### src/rtl/core/cfr_pkg.sv
`default_nettype none

package cfr_pkg;

  // Input tdata: rx_byte, req_length, expected_crc
  localparam int IN_TDATA_W  = 72;
  // Input tuser: kind, has_byte
  localparam int IN_TUSER_W  = 3;
  // Output tdata: status, error_cause, finished_buffer, finished_length, computed_crc
  localparam int OUT_TDATA_W = 56;

  localparam logic [31:0] CRC_POLY    = 32'hEDB8_8320;
  localparam logic [1:0]  NO_FINISHED = 2'd2;

  typedef enum logic [1:0] {
    KIND_DATA    = 2'd0,
    KIND_START   = 2'd1,
    KIND_CANCEL  = 2'd2,
    KIND_UNKNOWN = 2'd3
  } kind_e;

  typedef enum logic [1:0] {
    ST_SUCCESS  = 2'd0,
    ST_PROGRESS = 2'd1,
    ST_ERROR    = 2'd2
  } status_e;

  typedef enum logic [3:0] {
    CAUSE_NONE        = 4'd0,
    CAUSE_NO_TRANSFER = 4'd1,
    CAUSE_BLOCK_LONG  = 4'd2,
    CAUSE_TOO_MANY    = 4'd3,
    CAUSE_BUSY        = 4'd4,
    CAUSE_TOO_LARGE   = 4'd5,
    CAUSE_CANCELLED   = 4'd6,
    CAUSE_CRC         = 4'd7,
    CAUSE_BAD_CMD     = 4'd8
  } cause_e;

  // Packed so that status lands in the lowest bits
  typedef struct packed {
    logic [31:0] computed_crc;
    logic [14:0] finished_length;
    logic        finished_buffer;
    cause_e      error_cause;
    status_e     status;
  } result_t;

  // Reflected CRC-32 update by one byte, state kept in non-inverted form
  function automatic logic [31:0] crc32_byte(logic [31:0] crc, logic [7:0] b);
    logic [31:0] r;
    r = ~crc ^ {24'd0, b};
    for (int k = 0; k < 8; k++) begin
      r = r[0] ? ((r >> 1) ^ CRC_POLY) : (r >> 1);
    end
    return ~r;
  endfunction

endpackage

`default_nettype wire

### src/rtl/core/crc_checked_file_receiver_unit.sv
// Results are registered in the output register, or in the skid stage if that is occupied.
// Throughput: one item per cycle unless stalled; all state updates, the CRC byte step
// and the store write complete in the accepting cycle; the store has a single write port.
// The input stalls only when both the output register and the skid stage hold results.
// Reset (rst_ni low, asynchronous) clears all control state; the file store is not cleared.
`default_nettype none

module crc_checked_file_receiver_unit #(
  parameter int FILE_MAX_BYTES  = 16384,
  parameter int BLOCK_MAX_BYTES = 128
) (
  input  wire logic                             clk_i,
  input  wire logic                             rst_ni,
  input  wire logic                             s_axis_tvalid,
  output logic                                  s_axis_tready,
  // [7:0] rx_byte, [39:8] req_length, [71:40] expected_crc
  input  wire logic [cfr_pkg::IN_TDATA_W-1:0]   s_axis_tdata,
  // [1:0] kind, [2] has_byte
  input  wire logic [cfr_pkg::IN_TUSER_W-1:0]   s_axis_tuser,
  // block_end
  input  wire logic                             s_axis_tlast,
  output logic                                  m_axis_tvalid,
  input  wire logic                             m_axis_tready,
  // [1:0] status, [5:2] error_cause, [6] finished_buffer,
  // [21:7] finished_length, [53:22] computed_crc, [55:54] zero
  output logic [cfr_pkg::OUT_TDATA_W-1:0]       m_axis_tdata
);

  localparam int ADDR_W = $clog2(2 * FILE_MAX_BYTES);

  logic             accept;
  logic             res_valid;
  cfr_pkg::result_t res;
  cfr_pkg::result_t out_res;
  logic             space;
  logic             mem_we;
  logic [ADDR_W-1:0] mem_addr;
  logic [7:0]       mem_data;

  // Take an item whenever the skid stage is free
  assign s_axis_tready = space;
  assign accept        = s_axis_tvalid && space;

  cfr_core #(
    .FILE_MAX_BYTES (FILE_MAX_BYTES),
    .BLOCK_MAX_BYTES(BLOCK_MAX_BYTES)
  ) u_core (
    .clk_i         (clk_i),
    .rst_ni        (rst_ni),
    .accept_i      (accept),
    .kind_i        (cfr_pkg::kind_e'(s_axis_tuser[1:0])),
    .rx_byte_i     (s_axis_tdata[7:0]),
    .has_byte_i    (s_axis_tuser[2]),
    .block_end_i   (s_axis_tlast),
    .req_length_i  (s_axis_tdata[39:8]),
    .expected_crc_i(s_axis_tdata[71:40]),
    .res_valid_o   (res_valid),
    .res_o         (res),
    .mem_we_o      (mem_we),
    .mem_addr_o    (mem_addr),
    .mem_data_o    (mem_data)
  );

  // Two halves of FILE_MAX_BYTES each; write-only from this block
  cfr_ram #(
    .WIDTH(8),
    .DEPTH(2 * FILE_MAX_BYTES)
  ) u_store (
    .clk_i  (clk_i),
    .we_i   (mem_we),
    .waddr_i(mem_addr),
    .wdata_i(mem_data),
    .re_i   (1'b0),
    .raddr_i('0),
    .rdata_o()
  );

  cfr_skid u_out (
    .clk_i      (clk_i),
    .rst_ni     (rst_ni),
    .push_i     (res_valid),
    .push_data_i(res),
    .space_o    (space),
    .out_valid_o(m_axis_tvalid),
    .out_ready_i(m_axis_tready),
    .out_data_o (out_res)
  );

  assign m_axis_tdata = {2'b00, out_res};

endmodule

`default_nettype wire

### src/rtl/core/cfr_ram.sv
`default_nettype none

module cfr_ram #(
  parameter int WIDTH = 8,
  parameter int DEPTH = 1024
) (
  input  wire logic                     clk_i,
  input  wire logic                     we_i,
  input  wire logic [$clog2(DEPTH)-1:0] waddr_i,
  input  wire logic [WIDTH-1:0]         wdata_i,
  input  wire logic                     re_i,
  input  wire logic [$clog2(DEPTH)-1:0] raddr_i,
  output logic      [WIDTH-1:0]         rdata_o
);

  logic [WIDTH-1:0] mem [DEPTH];

  always_ff @(posedge clk_i) begin
    if (we_i) begin
      mem[waddr_i] <= wdata_i;
    end
    if (re_i) begin
      rdata_o <= mem[raddr_i];
    end
  end

endmodule

`default_nettype wire

### src/rtl/core/cfr_core.sv
`default_nettype none

module cfr_core #(
  parameter int FILE_MAX_BYTES  = 16384,
  parameter int BLOCK_MAX_BYTES = 128,
  localparam int ADDR_W = $clog2(2 * FILE_MAX_BYTES)
) (
  input  wire logic               clk_i,
  input  wire logic               rst_ni,
  input  wire logic               accept_i,
  input  wire cfr_pkg::kind_e     kind_i,
  input  wire logic [7:0]         rx_byte_i,
  input  wire logic               has_byte_i,
  input  wire logic               block_end_i,
  input  wire logic [31:0]        req_length_i,
  input  wire logic [31:0]        expected_crc_i,
  output logic                    res_valid_o,
  output cfr_pkg::result_t        res_o,
  output logic                    mem_we_o,
  output logic [ADDR_W-1:0]       mem_addr_o,
  output logic [7:0]              mem_data_o
);

  localparam int CNT_W = $clog2(FILE_MAX_BYTES + BLOCK_MAX_BYTES + 2);
  localparam int BLK_W = $clog2(BLOCK_MAX_BYTES + 2);
  localparam int LEN_W = $clog2(FILE_MAX_BYTES + 1);
  localparam logic [BLK_W-1:0]  BlkMax  = BLK_W'(BLOCK_MAX_BYTES);
  localparam logic [CNT_W-1:0]  FileMax = CNT_W'(FILE_MAX_BYTES);
  localparam logic [ADDR_W-1:0] HalfOff = ADDR_W'(FILE_MAX_BYTES);

  logic              active_q, active_d;
  logic              half_q, half_d;
  logic [1:0]        fin_q, fin_d;
  logic [CNT_W-1:0]  comm_q, comm_d;
  logic [BLK_W-1:0]  blk_q, blk_d;
  logic [31:0]       exp_len_q, exp_len_d;
  logic [31:0]       exp_crc_q, exp_crc_d;
  logic [31:0]       crc_q, crc_d;
  logic [LEN_W-1:0]  good_q, good_d;

  logic              take;
  logic [CNT_W-1:0]  offset;
  logic [BLK_W-1:0]  blk_new;
  logic [CNT_W-1:0]  total;
  logic [31:0]       crc_new;
  logic              len_gt;
  logic              len_eq;
  cfr_pkg::status_e  st;
  cfr_pkg::cause_e   cause;
  logic [31:0]       res_crc;

  always_comb begin
    take    = has_byte_i && (blk_q <= BlkMax);
    offset  = comm_q + CNT_W'(blk_q);
    blk_new = blk_q + BLK_W'(take);
    total   = comm_q + CNT_W'(blk_new);
    crc_new = take ? cfr_pkg::crc32_byte(crc_q, rx_byte_i) : crc_q;
    len_gt  = exp_len_q[31] || (32'(total) > exp_len_q);
    len_eq  = !exp_len_q[31] && (32'(total) == exp_len_q);

    mem_we_o   = 1'b0;
    mem_addr_o = half_q ? (HalfOff + ADDR_W'(offset)) : ADDR_W'(offset);
    mem_data_o = rx_byte_i;

    active_d  = active_q;
    half_d    = half_q;
    fin_d     = fin_q;
    comm_d    = comm_q;
    blk_d     = blk_q;
    exp_len_d = exp_len_q;
    exp_crc_d = exp_crc_q;
    crc_d     = crc_q;
    good_d    = good_q;

    res_valid_o = 1'b0;
    st          = cfr_pkg::ST_ERROR;
    cause       = cfr_pkg::CAUSE_NONE;
    res_crc     = '0;

    if (accept_i) begin
      case (kind_i)
        cfr_pkg::KIND_START: begin
          res_valid_o = 1'b1;
          if (active_q) begin
            cause = cfr_pkg::CAUSE_BUSY;
          end else if ($signed(req_length_i) > $signed(32'(FILE_MAX_BYTES))) begin
            cause = cfr_pkg::CAUSE_TOO_LARGE;
          end else begin
            st        = cfr_pkg::ST_PROGRESS;
            exp_crc_d = expected_crc_i;
            exp_len_d = req_length_i;
            half_d    = (fin_q == 2'd0);
            comm_d    = '0;
            blk_d     = '0;
            crc_d     = '0;
            active_d  = 1'b1;
          end
        end
        cfr_pkg::KIND_CANCEL: begin
          if (active_q) begin
            res_valid_o = 1'b1;
            cause       = cfr_pkg::CAUSE_CANCELLED;
            active_d    = 1'b0;
            blk_d       = '0;
          end
        end
        cfr_pkg::KIND_UNKNOWN: begin
          res_valid_o = 1'b1;
          cause       = cfr_pkg::CAUSE_BAD_CMD;
        end
        default: begin
          if (!active_q) begin
            res_valid_o = block_end_i;
            cause       = cfr_pkg::CAUSE_NO_TRANSFER;
          end else begin
            // Store only bytes inside both the block limit and the file capacity
            mem_we_o = take && (blk_q < BlkMax) && (offset < FileMax);
            crc_d    = crc_new;
            blk_d    = blk_new;
            if (block_end_i) begin
              if (blk_new > BlkMax) begin
                res_valid_o = 1'b1;
                cause       = cfr_pkg::CAUSE_BLOCK_LONG;
                active_d    = 1'b0;
                blk_d       = '0;
              end else if (len_gt || (total > FileMax)) begin
                res_valid_o = 1'b1;
                cause       = cfr_pkg::CAUSE_TOO_MANY;
                active_d    = 1'b0;
                blk_d       = '0;
              end else if (len_eq) begin
                res_valid_o = 1'b1;
                res_crc     = crc_new;
                active_d    = 1'b0;
                blk_d       = '0;
                if (crc_new != exp_crc_q) begin
                  cause = cfr_pkg::CAUSE_CRC;
                end else begin
                  st     = cfr_pkg::ST_SUCCESS;
                  fin_d  = (fin_q == 2'd0) ? 2'd1 : 2'd0;
                  good_d = LEN_W'(total);
                  comm_d = '0;
                end
              end else begin
                comm_d = total;
                blk_d  = '0;
              end
            end
          end
        end
      endcase
    end

    res_o.status          = st;
    res_o.error_cause     = cause;
    res_o.finished_buffer = (fin_d == 2'd1);
    res_o.finished_length = 15'(good_d);
    res_o.computed_crc    = res_crc;
  end

  always_ff @(posedge clk_i or negedge rst_ni) begin
    if (!rst_ni) begin
      active_q  <= 1'b0;
      half_q    <= 1'b0;
      fin_q     <= cfr_pkg::NO_FINISHED;
      comm_q    <= '0;
      blk_q     <= '0;
      exp_len_q <= '0;
      exp_crc_q <= '0;
      crc_q     <= '0;
      good_q    <= '0;
    end else begin
      active_q  <= active_d;
      half_q    <= half_d;
      fin_q     <= fin_d;
      comm_q    <= comm_d;
      blk_q     <= blk_d;
      exp_len_q <= exp_len_d;
      exp_crc_q <= exp_crc_d;
      crc_q     <= crc_d;
      good_q    <= good_d;
    end
  end

endmodule

`default_nettype wire

### src/rtl/core/cfr_skid.sv
`default_nettype none

module cfr_skid (
  input  wire logic              clk_i,
  input  wire logic              rst_ni,
  input  wire logic              push_i,
  input  wire cfr_pkg::result_t  push_data_i,
  output logic                   space_o,
  output logic                   out_valid_o,
  input  wire logic              out_ready_i,
  output cfr_pkg::result_t       out_data_o
);

  logic             out_valid_q, out_valid_d;
  logic             skid_valid_q, skid_valid_d;
  cfr_pkg::result_t out_q, out_d;
  cfr_pkg::result_t skid_q, skid_d;
  logic             pop;

  always_comb begin
    pop          = out_valid_q && out_ready_i;
    out_valid_d  = out_valid_q;
    skid_valid_d = skid_valid_q;
    out_d        = out_q;
    skid_d       = skid_q;
    if (pop) begin
      if (skid_valid_q) begin
        out_d        = skid_q;
        skid_valid_d = 1'b0;
      end else begin
        out_valid_d = push_i;
        out_d       = push_data_i;
      end
    end else if (push_i) begin
      if (!out_valid_q) begin
        out_valid_d = 1'b1;
        out_d       = push_data_i;
      end else begin
        skid_valid_d = 1'b1;
        skid_d       = push_data_i;
      end
    end
  end

  always_ff @(posedge clk_i or negedge rst_ni) begin
    if (!rst_ni) begin
      out_valid_q  <= 1'b0;
      skid_valid_q <= 1'b0;
    end else begin
      out_valid_q  <= out_valid_d;
      skid_valid_q <= skid_valid_d;
    end
  end

  always_ff @(posedge clk_i) begin
    out_q  <= out_d;
    skid_q <= skid_d;
  end

  assign space_o     = !skid_valid_q;
  assign out_valid_o = out_valid_q;
  assign out_data_o  = out_q;

endmodule

`default_nettype wire
### config.mk
export PLATFORM = sky130hd
export DESIGN_NAME = crc_checked_file_receiver_unit
export DESIGN_NICKNAME = d
export VERILOG_FILES = /design/src/rtl/core/cfr_pkg.sv /design/src/rtl/core/crc_checked_file_receiver_unit.sv /design/src/rtl/core/cfr_ram.sv /design/src/rtl/core/cfr_core.sv /design/src/rtl/core/cfr_skid.sv
export SDC_FILE = /design/constraint.sdc
export NUM_CORES = 1
export LEC_CHECK = 0
export BUFFER_PORTS_ARGS = -buffer_cell sky130_fd_sc_hd__buf_2
export CAP_MARGIN = 10
export CORE_MARGIN = 10
export CORE_UTILIZATION = 50
export DETAILED_ROUTE_END_ITERATION = 16
export GPL_TIMING_DRIVEN = 0
export PLACE_DENSITY = 0.7
export SKIP_LAST_GASP = 1
export SLEW_MARGIN = 30
export SYNTH_ARGS = -nofsm -noshare
export SYNTH_HDL_FRONTEND = slang
export SYNTH_SLANG_ARGS = --single-unit
### constraint.sdc
create_clock -name clk_i -period 13 [get_ports clk_i]
set_clock_uncertainty 0.1 [all_clocks]
set_input_delay 0.65 -clock clk_i [delete_from_list [all_inputs] [get_ports clk_i]]
set_output_delay 0.65 -clock clk_i [all_outputs]
set_load 0.02 [all_outputs]
==> impl_metrics.env <==
export IMPL_place_congestion=0.941
export IMPL_fin_crit_ns=9.40
export IMPL_nets=1400
export IMPL_syn_inst=1114
export IMPL_worst_pin_slew_ns=0.831
export IMPL_pwr_share_seq=0.314
export IMPL_worstHoldStart="s_axis_tdata[66]"
export IMPL_dp_hpwl_um=26700
export IMPL_drtIter0Drc=835
export IMPL_drv_cap=0
export IMPL_synth_cell_types=77
export IMPL_path_max_fanout=21
export IMPL_syn_to_final_growth_pct=16.6
export IMPL_slew_viol_final=0
export IMPL_h_tree_depth=1
export IMPL_io_pins=138
export IMPL_grt_usage=0.202
export IMPL_path_class="reg2reg"
export IMPL_slowest_delay_ns=0.59
export IMPL_slew_headroom=0.442
export IMPL_hold_path_cell_count=2
export IMPL_ir_drop_uv=151
export IMPL_use_met1=0.308
export IMPL_r2r_setup_slack_ns=3.60
export IMPL_cts_max_path_buffers=3
export IMPL_mostFrequentLayoutCells="dfrtp_1 (138), buf_2 (137), edfxtp_1 (108)"
export IMPL_die_area_um2=33100
export IMPL_drc=0
export IMPL_cp_slowest_cell="buf_1"
export IMPL_overflow=0
export IMPL_postPlaceCellArea_um2=14400
export IMPL_num_rows=59
export IMPL_hold_viol=0
export IMPL_synth_main_ff_cell="dfrtp_1"
export IMPL_use_met2=0.294
export IMPL_die_x_um=182
export IMPL_synth_edff_count=108
export IMPL_rsz0062_at_grt="no"
export IMPL_grt_pass1_vias=9314
export IMPL_grt_use_met3=0.0370
export IMPL_path_clk_slew_ns=0.06
export IMPL_required_ns=13.19
export IMPL_worstSkewPairLatency_ns=0.54
export IMPL_yosys_warnings=0
export IMPL_grt_busiest_layer="met1"
export IMPL_combPwrFrac=0.489
export IMPL_arrival_ns=9.59
export IMPL_power_frac_clock=0.198
export IMPL_r2r_cells=31
export IMPL_finalSetupViolCount=0
export IMPL_port_buffers=134
export IMPL_fillers=2183
export IMPL_r2r_end="u_out.skid_q[32]"
export IMPL_cpMostUsedCell="ha_1"
export IMPL_cts_setup_buffers=0
export IMPL_die_h_um=182
export IMPL_clock_fmax_mhz=106
export IMPL_hp_class="in2reg"
export IMPL_core_area_um2=25900
export IMPL_internal_power_mw=2.20
export IMPL_drive_gt1_frac=0.239
export IMPL_cts_tree="yes"
export IMPL_cts_buffers=26
export IMPL_cts_sinks=247
export IMPL_final_area_um2=15300
export IMPL_routed_via_density=5.74
export IMPL_layout_cells_non_filler=1639
export IMPL_critical_path_startpoint="u_core.blk_q[5]"
export IMPL_ant_nets=0
export IMPL_power_leakage_nw=6.85
export IMPL_dpl_cell_count=1590
export IMPL_pwr_density_cell_nw_per_um2=246
export IMPL_ys_seq_area_frac=0.513
export IMPL_dr_pass1_iters=5
export IMPL_grt_max_degree=53
export IMPL_avgSynthCellArea_um2=11.8
export IMPL_regToRegStartpoint="u_core.blk_q[5]"
export IMPL_grt_pass1_wl_um=53900
export IMPL_layout_commonest_cell="dfrtp_1"
export IMPL_synthesis_area_um2=13100
export IMPL_synth_seq_cells=247
export IMPL_grt_antenna_before_repair=1
export IMPL_via_count=9411
export IMPL_drt_wirelength_per_cell_um=21.0
export IMPL_setup_worst_path_end="u_out.skid_q[32]"
export IMPL_status="completed"
export IMPL_worst_setup_path_start_kind="flip-flop"
export IMPL_cts_root_buf="clkbuf_16"
export IMPL_ys_async_sr_fraction=0.563
export IMPL_fin_crit_sh=0.723
export IMPL_critPathCaptureType="flip-flop"
export IMPL_start_util=0.506
export IMPL_swShare=0.415
export IMPL_power_switching_mw=1.56
export IMPL_routed_wl_um=34500
-- critical path: cells and delay by family, from the launching register on --
kind	cells	cell delay [ns]
fa+ha+maj	4	1.15
flops	1	0.45
xor+xnor	2	0.87
compound gates	6	1.84
buf+inv	7	2.35
simple gates	12	2.35
-- registers in the layout (all words and copies together) (netlist names), 8 cells and up --
| signal | count |
|---|---|
| u_out.skid_q | 54 |
| u_core.crc_q | 32 |
| u_core.exp_len_q | 32 |
| u_core.exp_crc_q | 32 |
| u_out.out_data_o | 54 |
| u_core.blk_q | 8 |
| u_core.comm_q | 15 |
| u_core.good_q | 15 |
-- metrics by stage --
step | hold slack [ns] | util | setup TNS, ns | setup WS [ns] | power, mW
final | 0.241 | 0.590 | 0 | 3.60 | 3.76
after floorplan | 0.254 | - | 0 | 2.48 | 2.46
after CTS | 0.230 | 0.589 | 0 | 3.37 | 3.74
after global placement | 0.359 | 0.548 | -42.20 | -0.787 | 2.96
after detailed placement | 0.386 | 0.555 | 0 | 3.20 | 2.98
after global routing | 0.238 | 0.589 | 0 | 2.98 | 3.96
-- power by group through the flow --
stage / combinational [mW] / sequential (mW) / clock, mW
2_1_floorplan: 1.30 / 1.16 / 0
3_3_place_gp: 1.77 / 1.19 / 0
4_1_cts: 1.80 / 1.18 / 0.755
6_report: 1.84 / 1.18 / 0.743
5_1_grt: 1.97 / 1.20 / 0.788
3_5_place_dp: 1.79 / 1.19 / 0
-- how the worst min path moves through the flow --
stage                                end  slack (ns)
floorplan                u_core.active_q        0.25
global placement        u_core.good_q[0]        0.36
detailed placement     u_core.good_q[13]        0.39
CTS                 u_core.exp_crc_q[24]        0.23
global route        u_core.exp_crc_q[24]        0.24
finish              u_core.exp_crc_q[26]        0.24
-- synth_stat cells, drive strengths merged, types with 3 or more instances --
cell type  number  area share
clkbuf         43       0.012
a2111oi         3      0.0020
o31ai           3      0.0017
ha             35       0.033
a21o           39       0.022
a32oi           4      0.0027
and3            6      0.0029
nor4           15      0.0076
and2            9      0.0043
xor2           43       0.031
buf            10      0.0044
or3             3      0.0014
a2bb2oi         3      0.0020
nor3b           3      0.0017
mux2           93       0.081
o21a           10      0.0057
dfrtp         138        0.26
nor2b          11      0.0053
nand3          22      0.0084
inv            38       0.011
a22o           12      0.0080
nand2          75       0.021
nor2           81       0.023
nand4          17      0.0093
o22ai           3      0.0014
nand2b          6      0.0029
a32o           13      0.0099
o21ai          54       0.021
nor3           21      0.0080
o41ai           5      0.0039
xnor3           5      0.0086
xnor2          85       0.072
a211oi         13      0.0074
edfxtp        108        0.25
a21oi          33       0.013
mux2i           5      0.0038
o211ai          4      0.0023
a221oi          3      0.0020
-- metal layers --
layer	wire length (um)	vias to the layer above
met5	0	-
met4	469	0
met3	2850	39
met2	14800	353
met1	16300	4624
li1	-	4395
-- cell families after synthesis --
group	share of synthesized area
adder cells (fa/ha/maj)	0.0350
flip-flops	0.513
multiplexers	0.0849
AND/OR/NAND/NOR	0.103
buffers and inverters	0.0276
XOR/XNOR	0.115
other	0.000286
AO/OA/AOI/OAI	0.121
-- final cells by class --
cell class	instances	area (um2)	share of cell area
Buffer	53	219	0.0143
Clock buffer	39	792	0.0518
Antenna cell	1	2.50	0.000164
Sequential cell	247	6720	0.440
Tap cell	335	419	0.0274
Timing Repair Buffer	141	843	0.0552
Clock inverter	8	73.8	0.00483
Inverter	38	143	0.00934
Multi-Input combinational cell	777	6060	0.397
-- timing repair --
item,4_1_cts,5_1_grt
hold buffers,1,0
resized for setup,0,0
hold endpoints to repair,38,0
Note: power is estimated with default switching activity, not from simulation.
